$ cat config.mk
export PLATFORM = sky130hd
export DESIGN_NAME = diff_drive_heading_steering_unit
export DESIGN_NICKNAME = d
export VERILOG_FILES = /design/src/rtl/dds_pkg.sv /design/src/rtl/dds_front.sv /design/src/rtl/dds_queue.sv /design/src/rtl/dds_back.sv /design/src/rtl/diff_drive_heading_steering_unit.sv
export SDC_FILE = /design/constraint.sdc
export NUM_CORES = 2
export LEC_CHECK = 0
export ABC_CLOCK_PERIOD_IN_PS = 8800
export BUFFER_PORTS_ARGS = -buffer_cell sky130_fd_sc_hd__buf_4
export CAP_MARGIN = 10
export CORE_MARGIN = 5
export CORE_UTILIZATION = 60
export CTS_BUF_LIST = sky130_fd_sc_hd__clkbuf_4 sky130_fd_sc_hd__clkbuf_8
export CTS_CLUSTER_SIZE = 16
export DETAILED_ROUTE_END_ITERATION = 8
export GPL_TIMING_DRIVEN = 0
export PLACE_DENSITY = 0.79
export SETUP_SLACK_MARGIN = 0.4
export SLEW_MARGIN = 25
export SYNTH_ARGS = -nofsm -noshare
export SYNTH_HDL_FRONTEND = slang
export SYNTH_SLANG_ARGS = --single-unit
$ cat constraint.sdc
create_clock -name clk_i -period 8.8 [get_ports clk_i]
set_input_delay 0.44 -clock clk_i [delete_from_list [all_inputs] [get_ports clk_i]]
set_output_delay 0.44 -clock clk_i [all_outputs]
set_load 0.05 [all_outputs]
$ cat src/rtl/dds_pkg.sv
// ----------------------------------------------------------------------------
// Differential drive steering package
// Shared constants, types and the CORDIC arctangent table for the heading
// steering unit.
// ----------------------------------------------------------------------------
package dds_pkg;

  // Number of CORDIC rotations per heading vector (8 to 24).
  localparam int CORDIC_STEPS = 16;
  // The squared length is at most 2^31, so sixteen root digits cover it.
  localparam int SQRT_STEPS   = 16;
  localparam int LOOP_STEPS   = (CORDIC_STEPS > SQRT_STEPS) ? CORDIC_STEPS : SQRT_STEPS;
  localparam int CNT_W        = $clog2(LOOP_STEPS);

  // The soft turn offset never exceeds the base speed, so a 16-bit quotient
  // is enough.
  localparam int DIV_STEPS    = 16;
  localparam int DIV_CNT_W    = $clog2(DIV_STEPS);

  // Datapath widths.
  localparam int CFG_W  = 15;   // configuration registers
  localparam int IN_W   = 16;   // heading components
  localparam int CW     = 27;   // CORDIC x and y
  localparam int ZW     = 34;   // CORDIC angle accumulator, pi = 2^31
  localparam int AW     = 17;   // heading angle, pi = 32768
  localparam int MAG_W  = 16;   // absolute heading angle
  localparam int SPD_W  = 17;   // wheel speed
  localparam int SQ_W   = 31;   // square of one heading component
  localparam int RAD_W  = 32;   // sum of squares and root registers

  // Queue between front and back; the depth must be a power of two.
  localparam int QUEUE_DEPTH = 2;
  localparam int QPTR_W      = $clog2(QUEUE_DEPTH);

  // Register indexes on the configuration port.
  typedef enum logic [1:0] {
    REG_HARD_TURN = 2'd0,
    REG_SOFT_TURN = 2'd1,
    REG_STRAIGHT  = 2'd2,
    REG_MAX_SPEED = 2'd3
  } reg_index_e;

  // Turn mode codes.
  typedef enum logic [1:0] {
    MODE_STRAIGHT = 2'd0,
    MODE_SOFT     = 2'd1,
    MODE_HARD     = 2'd2
  } turn_mode_e;

  // Item classes produced by the front end.
  typedef enum logic {
    ITEM_AXIS   = 1'b0,   // vector on an axis, angle is known exactly
    ITEM_CORDIC = 1'b1    // angle comes from the CORDIC iterations
  } item_class_e;

  typedef struct packed {
    logic [CFG_W-1:0] hard_turn_angle;
    logic [CFG_W-1:0] soft_turn_angle;
    logic [CFG_W-1:0] straight_angle;
    logic [CFG_W-1:0] speed_limit;
  } dds_cfg_t;

  localparam dds_cfg_t CFG_RESET = '{
    hard_turn_angle: 15'd16384,
    soft_turn_angle: 15'd8192,
    straight_angle:  15'd1820,
    speed_limit:     15'd2560
  };

  // One classified heading vector as it travels from front to back.
  typedef struct packed {
    item_class_e           cls;
    logic signed [AW-1:0]  axis_angle;
    logic signed [CW-1:0]  cx;
    logic signed [CW-1:0]  cy;
    logic signed [ZW-1:0]  z0;
    logic [SQ_W-1:0]       sq_x;
    logic [SQ_W-1:0]       sq_y;
  } dds_item_t;

  // Exact angles for vectors on an axis.
  localparam logic signed [AW-1:0] ANGLE_ZERO = AW'(0);
  localparam logic signed [AW-1:0] ANGLE_HALF = AW'(16384);
  localparam logic signed [AW-1:0] ANGLE_PI   = AW'(32768);

  // Quarter turn in CORDIC angle units.
  localparam logic signed [ZW-1:0] Z_QUARTER = ZW'(64'sd1073741824);

  // Starting digit of the square root: the top power of four of the radicand.
  localparam logic [RAD_W-1:0] SQ_BIT_INIT = RAD_W'(1) << (2 * SQRT_STEPS - 2);

  // atan(2^-i) with pi = 2^31.
  function automatic logic signed [ZW-1:0] atan_entry(input logic [4:0] idx);
    logic signed [ZW-1:0] val;
    begin
      case (idx)
        5'd0:    val = ZW'(536870912);
        5'd1:    val = ZW'(316933406);
        5'd2:    val = ZW'(167458907);
        5'd3:    val = ZW'(85004756);
        5'd4:    val = ZW'(42667331);
        5'd5:    val = ZW'(21354465);
        5'd6:    val = ZW'(10679838);
        5'd7:    val = ZW'(5340245);
        5'd8:    val = ZW'(2670163);
        5'd9:    val = ZW'(1335087);
        5'd10:   val = ZW'(667544);
        5'd11:   val = ZW'(333772);
        5'd12:   val = ZW'(166886);
        5'd13:   val = ZW'(83443);
        5'd14:   val = ZW'(41722);
        5'd15:   val = ZW'(20861);
        5'd16:   val = ZW'(10430);
        5'd17:   val = ZW'(5215);
        5'd18:   val = ZW'(2608);
        5'd19:   val = ZW'(1304);
        5'd20:   val = ZW'(652);
        5'd21:   val = ZW'(326);
        5'd22:   val = ZW'(163);
        5'd23:   val = ZW'(81);
        default: val = ZW'(0);
      endcase
      return val;
    end
  endfunction

endpackage

$ cat src/rtl/dds_front.sv
// ----------------------------------------------------------------------------
// Heading steering front end
// Accepts heading vectors, classifies axis cases, pre-rotates the left half
// plane for the CORDIC and squares the components for the length.
// ----------------------------------------------------------------------------
module dds_front (
  input  logic                   clk_i,
  input  logic                   rst_ni,
  input  logic                   in_valid_i,
  output logic                   in_stall_o,
  input  logic signed [15:0]     heading_x_i,
  input  logic signed [15:0]     heading_y_i,
  output logic                   push_o,
  input  logic                   full_i,
  output dds_pkg::dds_item_t     item_o
);
  import dds_pkg::*;

  logic                  valid_q, valid_d;
  logic signed [IN_W-1:0] x_q, x_d, y_q, y_d;
  logic                  accept;
  logic signed [CW-1:0]  xs, ys;
  logic signed [31:0]    sqx, sqy;

  // The stage holds one transaction until the queue has room for it.
  assign in_stall_o = valid_q & full_i;
  assign accept     = in_valid_i & ~in_stall_o;
  assign push_o     = valid_q & ~full_i;
  assign valid_d    = accept | (valid_q & full_i);
  assign x_d        = accept ? heading_x_i : x_q;
  assign y_d        = accept ? heading_y_i : y_q;

  always_ff @(posedge clk_i or negedge rst_ni) begin
    if (!rst_ni) begin
      valid_q <= 1'b0;
    end else begin
      valid_q <= valid_d;
    end
  end

  always_ff @(posedge clk_i) begin
    x_q <= x_d;
    y_q <= y_d;
  end

  // Scale to the CORDIC fixed point and square the components.
  assign xs  = CW'(x_q) <<< 8;
  assign ys  = CW'(y_q) <<< 8;
  assign sqx = 32'(x_q) * 32'(x_q);
  assign sqy = 32'(y_q) * 32'(y_q);

  // Classify the vector and rotate the left half plane into the right one.
  always_comb begin
    item_o            = '0;
    item_o.sq_x       = SQ_W'(sqx);
    item_o.sq_y       = SQ_W'(sqy);
    item_o.cls        = ITEM_CORDIC;
    item_o.axis_angle = ANGLE_ZERO;
    item_o.cx         = xs;
    item_o.cy         = ys;
    item_o.z0         = '0;
    if (y_q == 16'sd0) begin
      item_o.cls        = ITEM_AXIS;
      item_o.axis_angle = (x_q < 16'sd0) ? ANGLE_PI : ANGLE_ZERO;
    end else if (x_q == 16'sd0) begin
      item_o.cls        = ITEM_AXIS;
      item_o.axis_angle = (y_q > 16'sd0) ? ANGLE_HALF : -ANGLE_HALF;
    end else if (x_q < 16'sd0) begin
      if (y_q >= 16'sd0) begin
        item_o.cx = ys;
        item_o.cy = -xs;
        item_o.z0 = Z_QUARTER;
      end else begin
        item_o.cx = -ys;
        item_o.cy = xs;
        item_o.z0 = -Z_QUARTER;
      end
    end
  end

endmodule

$ cat src/rtl/dds_queue.sv
// ----------------------------------------------------------------------------
// Heading steering item queue
// Short first-in first-out queue of classified items between the front end
// and the back end.
// ----------------------------------------------------------------------------
module dds_queue (
  input  logic               clk_i,
  input  logic               rst_ni,
  input  logic               push_i,
  input  dds_pkg::dds_item_t item_i,
  output logic               full_o,
  input  logic               pop_i,
  output logic               empty_o,
  output dds_pkg::dds_item_t item_o
);
  import dds_pkg::*;

  logic [QPTR_W-1:0] wr_ptr_q, wr_ptr_d, rd_ptr_q, rd_ptr_d;
  logic [QPTR_W:0]   count_q, count_d;
  dds_item_t         mem_q [QUEUE_DEPTH];

  assign full_o  = (count_q == (QPTR_W + 1)'(QUEUE_DEPTH));
  assign empty_o = (count_q == '0);
  assign item_o  = mem_q[rd_ptr_q];

  // Pointers wrap naturally because the depth is a power of two.
  always_comb begin
    wr_ptr_d = push_i ? wr_ptr_q + 1'b1 : wr_ptr_q;
    rd_ptr_d = pop_i  ? rd_ptr_q + 1'b1 : rd_ptr_q;
    count_d  = count_q;
    if (push_i && !pop_i) begin
      count_d = count_q + 1'b1;
    end else if (pop_i && !push_i) begin
      count_d = count_q - 1'b1;
    end
  end

  always_ff @(posedge clk_i or negedge rst_ni) begin
    if (!rst_ni) begin
      wr_ptr_q <= '0;
      rd_ptr_q <= '0;
      count_q  <= '0;
    end else begin
      wr_ptr_q <= wr_ptr_d;
      rd_ptr_q <= rd_ptr_d;
      count_q  <= count_d;
    end
  end

  always_ff @(posedge clk_i) begin
    if (push_i) begin
      mem_q[wr_ptr_q] <= item_i;
    end
  end

endmodule

$ cat src/rtl/dds_back.sv
// ----------------------------------------------------------------------------
// Heading steering back end
// Runs the CORDIC and the square root side by side, updates the turn mode,
// divides for the soft turn offset and holds the result register.
// ----------------------------------------------------------------------------
module dds_back (
  input  logic                    clk_i,
  input  logic                    rst_ni,
  input  dds_pkg::dds_cfg_t       cfg_i,
  input  logic                    empty_i,
  input  dds_pkg::dds_item_t      item_i,
  output logic                    pop_o,
  output logic                    out_valid_o,
  input  logic                    out_stall_i,
  output logic signed [16:0]      left_speed_o,
  output logic signed [16:0]      right_speed_o,
  output logic [1:0]              turn_mode_out_o
);
  import dds_pkg::*;

  typedef enum logic [2:0] {
    S_IDLE,
    S_ITER,
    S_ANGLE,
    S_MODE,
    S_DIV_SET,
    S_DIV,
    S_OUT
  } state_e;

  // Control and result registers.
  state_e                 state_q, state_d;
  turn_mode_e             mode_q, mode_d;
  logic                   out_valid_q, out_valid_d;
  logic signed [SPD_W-1:0] left_q, left_d, right_q, right_d;
  logic [1:0]             tmode_q, tmode_d;

  // Datapath registers.
  item_class_e            cls_q, cls_d;
  logic signed [AW-1:0]   axis_angle_q, axis_angle_d;
  logic signed [CW-1:0]   cx_q, cx_d, cy_q, cy_d;
  logic signed [ZW-1:0]   z_q, z_d;
  logic [RAD_W-1:0]       sq_rem_q, sq_rem_d, sq_res_q, sq_res_d, sq_bit_q, sq_bit_d;
  logic [CNT_W-1:0]       cnt_q, cnt_d;
  logic signed [AW-1:0]   angle_q, angle_d;
  logic [MAG_W-1:0]       mag_q, mag_d;
  logic [CFG_W-1:0]       base_q, base_d;
  logic [SQ_W-1:0]        prod_q, prod_d;
  logic [15:0]            div_rem_q, div_rem_d, div_low_q, div_low_d, div_quo_q, div_quo_d;
  logic [DIV_CNT_W-1:0]   div_cnt_q, div_cnt_d;

  // Combinational helpers.
  logic signed [CW-1:0]   xs, ys;
  logic [RAD_W-1:0]       sq_trial, div_num;
  logic signed [17:0]     r_wide;
  logic signed [AW-1:0]   angle_c;
  logic [15:0]            len;
  logic [16:0]            div_trial, div_den;
  logic signed [SPD_W-1:0] base_s, d_s, max_s, slow, fast;
  logic                   out_free;

  assign pop_o           = (state_q == S_IDLE) && !empty_i;
  assign out_valid_o     = out_valid_q;
  assign left_speed_o    = left_q;
  assign right_speed_o   = right_q;
  assign turn_mode_out_o = tmode_q;
  assign out_free        = !out_valid_q || !out_stall_i;

  // Shared arithmetic terms.
  assign xs        = cx_q >>> cnt_q;
  assign ys        = cy_q >>> cnt_q;
  assign sq_trial  = sq_res_q + sq_bit_q;
  assign r_wide    = 18'((z_q + ZW'(32768)) >>> 16);
  assign len       = sq_res_q[15:0];
  assign div_num   = {prod_q, 1'b0} + RAD_W'(cfg_i.hard_turn_angle);
  assign div_den   = {1'b0, cfg_i.hard_turn_angle, 1'b0};
  assign div_trial = {div_rem_q, div_low_q[15]};
  assign base_s    = SPD_W'(base_q);
  assign d_s       = SPD_W'(div_quo_q);
  assign max_s     = SPD_W'(cfg_i.speed_limit);

  // The angle is kept inside (-pi, pi].
  always_comb begin
    if (cls_q == ITEM_AXIS) begin
      angle_c = axis_angle_q;
    end else if (r_wide > 18'sd32768) begin
      angle_c = ANGLE_PI;
    end else if (r_wide < -18'sd32767) begin
      angle_c = -AW'(32767);
    end else begin
      angle_c = AW'(r_wide);
    end
  end

  // Wheel speeds for the current mode, before the left and right swap.
  always_comb begin
    case (mode_q)
      MODE_SOFT: begin
        slow = base_s - d_s;
        fast = base_s + d_s;
      end
      MODE_HARD: begin
        slow = -max_s;
        fast = max_s;
      end
      default: begin
        slow = base_s;
        fast = base_s;
      end
    endcase
  end

  // Next state and datapath updates.
  always_comb begin
    state_d      = state_q;
    mode_d       = mode_q;
    out_valid_d  = out_valid_q && out_stall_i;
    left_d       = left_q;
    right_d      = right_q;
    tmode_d      = tmode_q;
    cls_d        = cls_q;
    axis_angle_d = axis_angle_q;
    cx_d         = cx_q;
    cy_d         = cy_q;
    z_d          = z_q;
    sq_rem_d     = sq_rem_q;
    sq_res_d     = sq_res_q;
    sq_bit_d     = sq_bit_q;
    cnt_d        = cnt_q;
    angle_d      = angle_q;
    mag_d        = mag_q;
    base_d       = base_q;
    prod_d       = prod_q;
    div_rem_d    = div_rem_q;
    div_low_d    = div_low_q;
    div_quo_d    = div_quo_q;
    div_cnt_d    = div_cnt_q;

    unique case (state_q)
      S_IDLE: begin
        if (!empty_i) begin
          cls_d        = item_i.cls;
          axis_angle_d = item_i.axis_angle;
          cx_d         = item_i.cx;
          cy_d         = item_i.cy;
          z_d          = item_i.z0;
          sq_rem_d     = RAD_W'(item_i.sq_x) + RAD_W'(item_i.sq_y);
          sq_res_d     = '0;
          sq_bit_d     = SQ_BIT_INIT;
          cnt_d        = '0;
          state_d      = S_ITER;
        end
      end

      // One CORDIC rotation and one root digit per cycle.
      S_ITER: begin
        if ((32'(cnt_q) < CORDIC_STEPS) && (cls_q == ITEM_CORDIC)) begin
          if (cy_q > 0) begin
            cx_d = cx_q + ys;
            cy_d = cy_q - xs;
            z_d  = z_q + atan_entry(5'(cnt_q));
          end else begin
            cx_d = cx_q - ys;
            cy_d = cy_q + xs;
            z_d  = z_q - atan_entry(5'(cnt_q));
          end
        end
        if (32'(cnt_q) < SQRT_STEPS) begin
          if (sq_rem_q >= sq_trial) begin
            sq_rem_d = sq_rem_q - sq_trial;
            sq_res_d = (sq_res_q >> 1) + sq_bit_q;
          end else begin
            sq_res_d = sq_res_q >> 1;
          end
          sq_bit_d = sq_bit_q >> 2;
        end
        if (cnt_q == CNT_W'(LOOP_STEPS - 1)) begin
          state_d = S_ANGLE;
        end else begin
          cnt_d = cnt_q + 1'b1;
        end
      end

      // Final angle, its magnitude and the capped base speed.
      S_ANGLE: begin
        angle_d = angle_c;
        mag_d   = MAG_W'((angle_c < 0) ? -angle_c : angle_c);
        base_d  = (len < {1'b0, cfg_i.speed_limit}) ? CFG_W'(len) : cfg_i.speed_limit;
        state_d = S_MODE;
      end

      // Hysteresis checks chained in order: hard, soft, then straight.
      S_MODE: begin
        mode_d = mode_q;
        if ((mode_d == MODE_HARD) && (mag_q <= {1'b0, cfg_i.soft_turn_angle})) begin
          mode_d = MODE_SOFT;
        end
        if (mode_d == MODE_SOFT) begin
          if (mag_q > {1'b0, cfg_i.hard_turn_angle}) begin
            mode_d = MODE_HARD;
          end else if (mag_q <= {1'b0, cfg_i.straight_angle}) begin
            mode_d = MODE_STRAIGHT;
          end
        end
        if (mode_d == MODE_STRAIGHT) begin
          if (mag_q > {1'b0, cfg_i.hard_turn_angle}) begin
            mode_d = MODE_HARD;
          end else if (mag_q > {1'b0, cfg_i.straight_angle}) begin
            mode_d = MODE_SOFT;
          end
        end
        prod_d    = SQ_W'(base_q) * SQ_W'(mag_q);
        div_quo_d = '0;
        if ((mode_d == MODE_SOFT) && (cfg_i.hard_turn_angle != '0)) begin
          state_d = S_DIV_SET;
        end else begin
          state_d = S_OUT;
        end
      end

      // Rounded numerator; its upper half is already below the divisor.
      S_DIV_SET: begin
        div_rem_d = div_num[31:16];
        div_low_d = div_num[15:0];
        div_cnt_d = '0;
        state_d   = S_DIV;
      end

      // Restoring division, one quotient bit per cycle.
      S_DIV: begin
        if (div_trial >= div_den) begin
          div_rem_d = 16'(div_trial - div_den);
          div_quo_d = {div_quo_q[14:0], 1'b1};
        end else begin
          div_rem_d = div_trial[15:0];
          div_quo_d = {div_quo_q[14:0], 1'b0};
        end
        div_low_d = {div_low_q[14:0], 1'b0};
        if (div_cnt_q == DIV_CNT_W'(DIV_STEPS - 1)) begin
          state_d = S_OUT;
        end else begin
          div_cnt_d = div_cnt_q + 1'b1;
        end
      end

      // A positive angle turns left, so the left wheel is the slow one.
      S_OUT: begin
        if (out_free) begin
          out_valid_d = 1'b1;
          left_d      = (angle_q > 0) ? slow : fast;
          right_d     = (angle_q > 0) ? fast : slow;
          tmode_d     = 2'(mode_q);
          state_d     = S_IDLE;
        end
      end

      default: begin
        state_d = S_IDLE;
      end
    endcase
  end

  // State, turn mode and result register.
  always_ff @(posedge clk_i or negedge rst_ni) begin
    if (!rst_ni) begin
      state_q     <= S_IDLE;
      mode_q      <= MODE_STRAIGHT;
      out_valid_q <= 1'b0;
      left_q      <= '0;
      right_q     <= '0;
      tmode_q     <= '0;
    end else begin
      state_q     <= state_d;
      mode_q      <= mode_d;
      out_valid_q <= out_valid_d;
      left_q      <= left_d;
      right_q     <= right_d;
      tmode_q     <= tmode_d;
    end
  end

  // Datapath registers.
  always_ff @(posedge clk_i) begin
    cls_q        <= cls_d;
    axis_angle_q <= axis_angle_d;
    cx_q         <= cx_d;
    cy_q         <= cy_d;
    z_q          <= z_d;
    sq_rem_q     <= sq_rem_d;
    sq_res_q     <= sq_res_d;
    sq_bit_q     <= sq_bit_d;
    cnt_q        <= cnt_d;
    angle_q      <= angle_d;
    mag_q        <= mag_d;
    base_q       <= base_d;
    prod_q       <= prod_d;
    div_rem_q    <= div_rem_d;
    div_low_q    <= div_low_d;
    div_quo_q    <= div_quo_d;
    div_cnt_q    <= div_cnt_d;
  end

endmodule

$ cat src/rtl/diff_drive_heading_steering_unit.sv
// ----------------------------------------------------------------------------
// Differential drive heading steering unit
// Turns a heading vector into left and right wheel speeds with a
// three-state turn mode that moves by hysteresis on the heading angle.
//
//   Channel  Direction  Handshake                Payload
//   in       input      in_valid_i / in_stall_o  heading_x_i, heading_y_i
//   out      output     out_valid_o/out_stall_i  left_speed_o, right_speed_o,
//                                                turn_mode_out_o
//   cfg      input      cfg_we_i                 cfg_index_i, cfg_data_i
//
// A transaction passes the front stage register and the queue; the back end then
// runs the shared CORDIC and square root loop, then the angle, mode and output states;
// a soft turn adds the bit-serial divider before the output state.
// Reset clears the turn mode to straight and loads the register defaults.
// A two-entry queue lets the front accept while the back is busy, and the
// back starts the next transaction while a finished result is stalled.
// ----------------------------------------------------------------------------
module diff_drive_heading_steering_unit (
  input  logic               clk_i,
  input  logic               rst_ni,
  input  logic               in_valid_i,
  output logic               in_stall_o,
  input  logic signed [15:0] heading_x_i,
  input  logic signed [15:0] heading_y_i,
  output logic               out_valid_o,
  input  logic               out_stall_i,
  output logic signed [16:0] left_speed_o,
  output logic signed [16:0] right_speed_o,
  output logic [1:0]         turn_mode_out_o,
  input  logic               cfg_we_i,
  input  logic [1:0]         cfg_index_i,
  input  logic [14:0]        cfg_data_i
);
  import dds_pkg::*;

  dds_cfg_t  cfg_q, cfg_d;
  dds_item_t front_item, queue_item;
  logic      push, full, pop, empty;

  // Configuration register writes.
  always_comb begin
    cfg_d = cfg_q;
    if (cfg_we_i) begin
      unique case (reg_index_e'(cfg_index_i))
        REG_HARD_TURN: cfg_d.hard_turn_angle = cfg_data_i;
        REG_SOFT_TURN: cfg_d.soft_turn_angle = cfg_data_i;
        REG_STRAIGHT:  cfg_d.straight_angle  = cfg_data_i;
        REG_MAX_SPEED: cfg_d.speed_limit     = cfg_data_i;
        default:       cfg_d = cfg_q;
      endcase
    end
  end

  always_ff @(posedge clk_i or negedge rst_ni) begin
    if (!rst_ni) begin
      cfg_q <= CFG_RESET;
    end else begin
      cfg_q <= cfg_d;
    end
  end

  dds_front u_front (
    .clk_i       (clk_i),
    .rst_ni      (rst_ni),
    .in_valid_i  (in_valid_i),
    .in_stall_o  (in_stall_o),
    .heading_x_i (heading_x_i),
    .heading_y_i (heading_y_i),
    .push_o      (push),
    .full_i      (full),
    .item_o      (front_item)
  );

  dds_queue u_queue (
    .clk_i   (clk_i),
    .rst_ni  (rst_ni),
    .push_i  (push),
    .item_i  (front_item),
    .full_o  (full),
    .pop_i   (pop),
    .empty_o (empty),
    .item_o  (queue_item)
  );

  dds_back u_back (
    .clk_i           (clk_i),
    .rst_ni          (rst_ni),
    .cfg_i           (cfg_q),
    .empty_i         (empty),
    .item_i          (queue_item),
    .pop_o           (pop),
    .out_valid_o     (out_valid_o),
    .out_stall_i     (out_stall_i),
    .left_speed_o    (left_speed_o),
    .right_speed_o   (right_speed_o),
    .turn_mode_out_o (turn_mode_out_o)
  );

`ifndef SYNTHESIS
  // A hard turn spins in place with opposite wheel speeds.
  assert property (@(posedge clk_i) disable iff (!rst_ni)
    (out_valid_o && (turn_mode_out_o == MODE_HARD)) |-> (left_speed_o == -right_speed_o))
    else $error("hard turn wheels are not opposite");

  // Straight driving runs both wheels at the same non-negative speed.
  assert property (@(posedge clk_i) disable iff (!rst_ni)
    (out_valid_o && (turn_mode_out_o == MODE_STRAIGHT)) |->
      ((left_speed_o == right_speed_o) && !left_speed_o[16]))
    else $error("straight drive wheels differ or run backward");

  // A soft turn keeps the mean wheel speed at the base speed; the check is that the sum is non-negative.
  assert property (@(posedge clk_i) disable iff (!rst_ni)
    (out_valid_o && (turn_mode_out_o == MODE_SOFT)) |->
      ((18'(left_speed_o) + 18'(right_speed_o)) >= 18'sd0))
    else $error("soft turn wheel sum is negative");
`endif

endmodule

Yosys cells after proc, flatten, opt, wreduce, memory -nomap -nowiden:

Memories as Yosys holds them, arrays and structs flattened. A register that Yosys moved wholly into a read port is not among the register bits.
Cells that the tools add are included.

* RAM bits: 336
* logic and storage cells: 224
* latch bits: 0
* memory bits (read-only): 960
* output and inout bits: 38
* flip-flop bits (word level): 476
* bits of input ports: 54
* memories: 3

Memories
* (no name shown): words 16, bits a word 30, read ports 1, clocked after memory_dff 1, write ports 0, RTL line dds_pkg.sv:96 `case (idx)`
* (no name shown): words 16, bits a word 30, read ports 1, clocked after memory_dff 1, write ports 0, RTL line dds_pkg.sv:96
* u_queue.mem_q: words 2, bits a word 168, read ports 1, clocked after memory_dff 0, write ports 1, RTL line dds_queue.sv:20 `dds_item_t mem_q [QUEUE_DEPTH];`

* shift operators: 2
* equality and inequality tests: 24
* add/subtract/negate cells: 25
* reduce and logical (&&, ||, !) cells: 35
* divide/modulo/power cells: 0
* magnitude comparators: 15
* mux-type cells: 77
* multipliers: 3
* bitwise gates (word level): 7

Operator list (number)
* 88-bit two-way mux: 4
* 34-bit two-way mux: 9
* 32-bit case mux with 2 select lines: 3
* 27-bit two-way mux: 6
* 32-bit two-way mux: 5
* 27-bit case mux with 2 select lines: 2
* 17-bit two-way mux: 6
* 16-bit case mux with 2 select lines: 3
* 17-bit case mux with 2 select lines: 2
* 34-bit case mux with 2 select lines: 1
* 16-bit by 16-bit multiplier with 31-bit output: 2
* 27-bit adder: 2
* 24-bit negation with 27-bit output: 2
* 27-bit by 4-bit >>> shifter with 27-bit output: 2
* 27-bit subtractor: 2
* 16-bit two-way mux: 3
* 18-bit two-way mux: 2
* 34-bit by 17-bit adder with 34-bit output (second input constant): 1
* 34-bit adder: 1
* 34-bit subtractor: 1
* 31-bit by 31-bit adder with 32-bit output: 1
* 31-bit by 32-bit adder with 32-bit output: 1
* 32-bit by 15-bit adder with 32-bit output: 1
* 32-bit adder: 1
* other kinds (53): 125

Longest topological paths before layout:

* depth in word-level cells: 16
* mapped depth: 26
* depth with buffers taken out: 25

Cells and area by module:

From an unflattened synthesis, not the netlist that was laid out.

* cells, all modules: 7851
* area, all modules: 78630.4 um^2

By module, submodules not included
* dds_back: times used 1, sequential area each 11235.8 um^2, area an instance 43565.5 um^2, cells an instance 4942
* dds_front: times used 1, sequential area each 985.9 um^2, area an instance 20056.7 um^2, cells an instance 2242
* dds_queue: times used 1, sequential area each 10189.8 um^2, area an instance 12729.7 um^2, cells an instance 539
* diff_drive_heading_steering_unit: times used 1, sequential area each 1514.0 um^2, area an instance 2278.4 um^2, cells an instance 128

Worst setup path after synthesis:

Ideal clock, no wire load.

* kind: register -> register
* start point: register u_back.state_q[2]
* end point: register u_back.cx_q[0] (enable)
* data required time: 8.144 ns
* clock period less this slack: 8.513 ns
* setup slack: 0.287 ns
* path buffers: 3
* setup time: 0.656 ns
* data arrival time: 7.857 ns
* stages on the path, launching flop included: 7
* cell sequence: dfrtp_1 > clkbuf_1 > nor3_1 > clkinv_1 > clkbuf_1 > clkbuf_1 > o21ai_0

* word-level cells in the longest chain between the ends: 3
* elaborated cells between the ends (all ways): 6
* those cells by class: 3 x eq/ne; 3 x reduce/logical

Ends and longest elaborated chain
* start: declaration: RTL line dds_back.sv:32 `state_e state_q, state_d;`
* start signal: assignment: RTL line dds_back.sv:273 `state_q <= state_d;`
* 3-bit by 1-bit equality test with 1-bit output / 3-bit zero test (equally long branches): RTL line dds_back.sv:139 `unique case (state_q)`
* 2-bit by 1-bit inequality test with 1-bit output (no source line), or another cell as far along
* 3-bit AND reduction (no source line) (*)
* end signal: assignment: RTL line dds_back.sv:286 `cx_q <= cx_d;`
* end: declaration: RTL line dds_back.sv:41 `logic signed [CW-1:0] cx_q, cx_d, cy_q, cy_d;`

Mark *: on every way between the ends. The rest lies on a longest branch, timed or not.
A chain may end at the register's enable or synchronous reset.

==> reports/results.txt <==
run status: finished clean
share of cells above drive strength 1: 8.66%
Unique masters post-synth: 95
Slowest-stage cell, CP: fa_1
Avg Vias per Cell: 6.14
Seq/Total Area, Yosys: 27.6%
syn avg cell area: 9.65 sq um
Vias: 57100
DP HPWL: 165000 um
hold path cells: 4
Hold Vio Cnt, Final: 0
top layer in use: met4
GRT Total Usage: 33.1%
most frequent CP cell: fa_1
placed instance area: 0.0744 sq mm
Post-Synth Adder-Cell Area: 28.6%
Reg clk slew, reported paths: 0.06 ns
largest net degree at the start of global routing: 107
DRC violations left: 0
Syn Inst Count: 7382
initial antenna violation count: 6
M1 WL: 81000 um
root buf cell: clkbuf_8
Overflow after GRT: 0
mux share of post-synthesis cell area: 5.47%
clk_lat worst skew: 0.86 ns
Synth Net Count: 8679
Area growth syn-to-layout: 8.73%
first-pass GRT wire length: 327000 um
Worst path max stage delay: 0.54 ns
Worst Tran Pin Value: 1.13 ns
final antenna-violating net count: 0
main combinational cell family by area after synthesis: adder cells
vias in the first global route: 58500
critical path endpoint category: flip-flop
sum of negative setup slack: 0 ns
post-synthesis async set-or-reset flop share: 15.5%
initial cell density of the core: 60.3%
post-layout util: 65.6%
Synth Area in Simple Gates: 13.0%
core area: 0.118 sq mm
commonest non-fill, non-tap cell in the layout: inv_1
fmax: 0.121 GHz
Bufs on Longest Clock Path: 3
relative slew slack: 24.7%
hold path start: cfg_index_i[1]
FF+latch count, synth: 682
Routed WL: 210000 um
routability cong.: 1.01
endpoints failing setup: 0
Nets: 8963
Setup crit start: u_front.x_q[15]
CTS Buf Count: 116
drt wl/cell: 22.6 um
1st-pass router iterations: 8
routed wl met2: 98200 um
Rows: 126
chip width: 355 um
CTS tree: built
EDFF count, synth: 546
WL met3: 17500 um
Final min period: 8.25 ns
Yosys Warn Count: 0
max-cap violation count: 0
compound-gate portion of the synthesized area: 12.3%
worst r2r path cells: 26
cell area after layout: 0.0775 sq mm
Crit path arrival time: 8.82 ns
I/O Buffers: 91
xor/xnor share of the synthesized area: 5.94%
RR Endpoint: u_queue.mem_q[0][58]
full die area: 0.126 sq mm
worst path required time: 9.37 ns
CP max FO: 10
Final Skew: 0.0619 ns
Top Ports: 92
reg2reg setup slack: 0.55 ns
clk sinks: 682
Final Max Slew Viols: 0
end of the critical path: u_queue.mem_q[0][58]
R2R Path Start: u_front.x_q[15]
crit path kind: flip-flop to flip-flop
startpoint type of the worst setup path: flip-flop
most frequent cells in the layout: inv_1, nand2_1, fa_1
Post-Place Setup Slack: -0.636 ns
Top FF cell, synth: edfxtp_1
setup ws final: 0.550 ns
Die H: 355 um
unrepaired setup endpoints after global routing: false
H-tree levels: 3
mapped cell area: 0.0713 sq mm
crit share post-route: 93.7%
Worst Hold Class: primary input to flip-flop
Iteration-0 DRC Markers: 5453
-- critical path, delay by kind of cell (launching register included) --
family	cells	cell delay, ns
adder cells (fa/ha/maj)	7	3.38
flip-flops	1	0.47
buffers and inverters	8	1.42
AO/OA/AOI/OAI	6	1.47
AND/OR/NAND/NOR	4	0.75
XOR/XNOR	1	0.46
-- cell families (layout without fill, tap and decap cells) --
family | Yosys count | in the layout
flip-flops | 682 | 682
AO/OA/AOI/OAI | 1387 | 1387
adder cells (fa/ha/maj) | 1243 | 1243
buffers and inverters | 1313 | 1691
AND/OR/NAND/NOR | 1966 | 1966
XOR/XNOR | 483 | 483
multiplexers | 308 | 308
other | 0 | 5
-- through the flow --
stage          instances  hold slack (ns)
6_report            9301            0.166
5_1_grt             9298            0.172
4_1_cts             9293            0.106
3_5_place_dp        9031            0.463
3_3_place_gp        9009            0.458
2_1_floorplan       7382            0.144
-- registers in the layout (all words and copies together), names as in the netlist, 4 cells and up, named ones only --
register	cells
u_back.left_speed_o	16
u_back.sq_rem_q	32
u_back.cnt_q	4
u_back.div_low_q	16
u_back.div_cnt_q	4
u_back.prod_q	31
cfg_q	60
u_queue.mem_q	208
u_front.x_q	16
u_front.y_q	16
u_back.z_q	34
u_back.base_q	15
u_back.angle_q	16
u_back.cy_q	27
u_back.sq_bit_q	16
u_back.mag_q	16
u_back.right_speed_o	17
u_back.div_quo_q	16
u_back.div_rem_q	16
u_back.sq_res_q	32
u_back.cx_q	27
-- worst min-delay path by stage --
stage / endpoint
3_5_place_dp: u_back.right_speed_o[5]
3_3_place_gp: u_back.right_speed_o[6]
4_1_cts: cfg_q[49]
6_report: cfg_q[49]
2_1_floorplan: cfg_q[0]
5_1_grt: cfg_q[15]
-- cell usage after synthesis, types with 13 or more instances --
| cell | n | area [sq um] |
|---|---|---|
| inv_1 | 1020 | 3830 |
| nand2_1 | 657 | 2470 |
| fa_1 | 647 | 13000 |
| ha_1 | 596 | 7460 |
| edfxtp_1 | 546 | 16400 |
| nor2_1 | 519 | 1950 |
| a21oi_1 | 385 | 1930 |
| o21ai_0 | 341 | 1710 |
| xnor2_1 | 286 | 2500 |
| clkbuf_1 | 235 | 882 |
| and2_1 | 222 | 1390 |
| xor2_1 | 197 | 1730 |
| mux2_2 | 169 | 1900 |
| a21o_1 | 120 | 901 |
| nor3_1 | 106 | 531 |
| nand3_1 | 97 | 485 |
| dfrtp_1 | 96 | 2400 |
| mux2i_1 | 91 | 911 |
| a211oi_1 | 64 | 480 |
| nand2b_1 | 64 | 400 |
| a31oi_1 | 63 | 394 |
| o21a_1 | 51 | 383 |
| nor2b_1 | 47 | 294 |
| nand4_1 | 46 | 288 |
| mux4_2 | 45 | 1010 |
| or3_1 | 45 | 282 |
| and3_1 | 42 | 263 |
| o21bai_1 | 42 | 315 |
| nor4_1 | 33 | 206 |
| o211ai_1 | 31 | 233 |
| o22ai_1 | 31 | 194 |
| dfxtp_1 | 30 | 601 |
| o31ai_1 | 28 | 210 |
| a221oi_1 | 25 | 219 |
| or2_2 | 24 | 150 |
| a31o_2 | 22 | 193 |
| buf_1 | 20 | 75.1 |
| a21boi_0 | 15 | 113 |
| or4_1 | 15 | 113 |
| buf_2 | 14 | 70.1 |
| o41ai_1 | 13 | 114 |
-- repair_timing --
| item | CTS | global route |
|---|---|---|
| endpoints found under the setup margin | 14 | 22 |
| buffers inserted | 0 | 3 |
| resized for setup | 15 | 31 |
| pin swaps | 0 | 3 |
| endpoints found under the hold margin | 190 | 0 |
| hold buffers | 50 | 0 |
-- layer usage --
layer,track usage (%),up-vias
met1,41.7,28100
met2,54.5,2613
met4,17.6,0
met5,0,-
li1,-,25700
met3,6.30,692
-- cell type report --
cell class / count / area (sq um)
Antenna cell: 5 / 12.5
Buffer: 279 / 1170
Clock buffer: 157 / 1940
Clock inverter: 55 / 517
Fill cell: 9303 / 40600
Inverter: 1034 / 3890
Multi-Input combinational cell: 5387 / 46700
Sequential cell: 682 / 19700
Tap cell: 1536 / 1920
Timing Repair Buffer: 166 / 1670
Power is left out: the tool's default activity adds up to more than one toggle a clock period on the data nets, which glitch-free logic cannot reach.
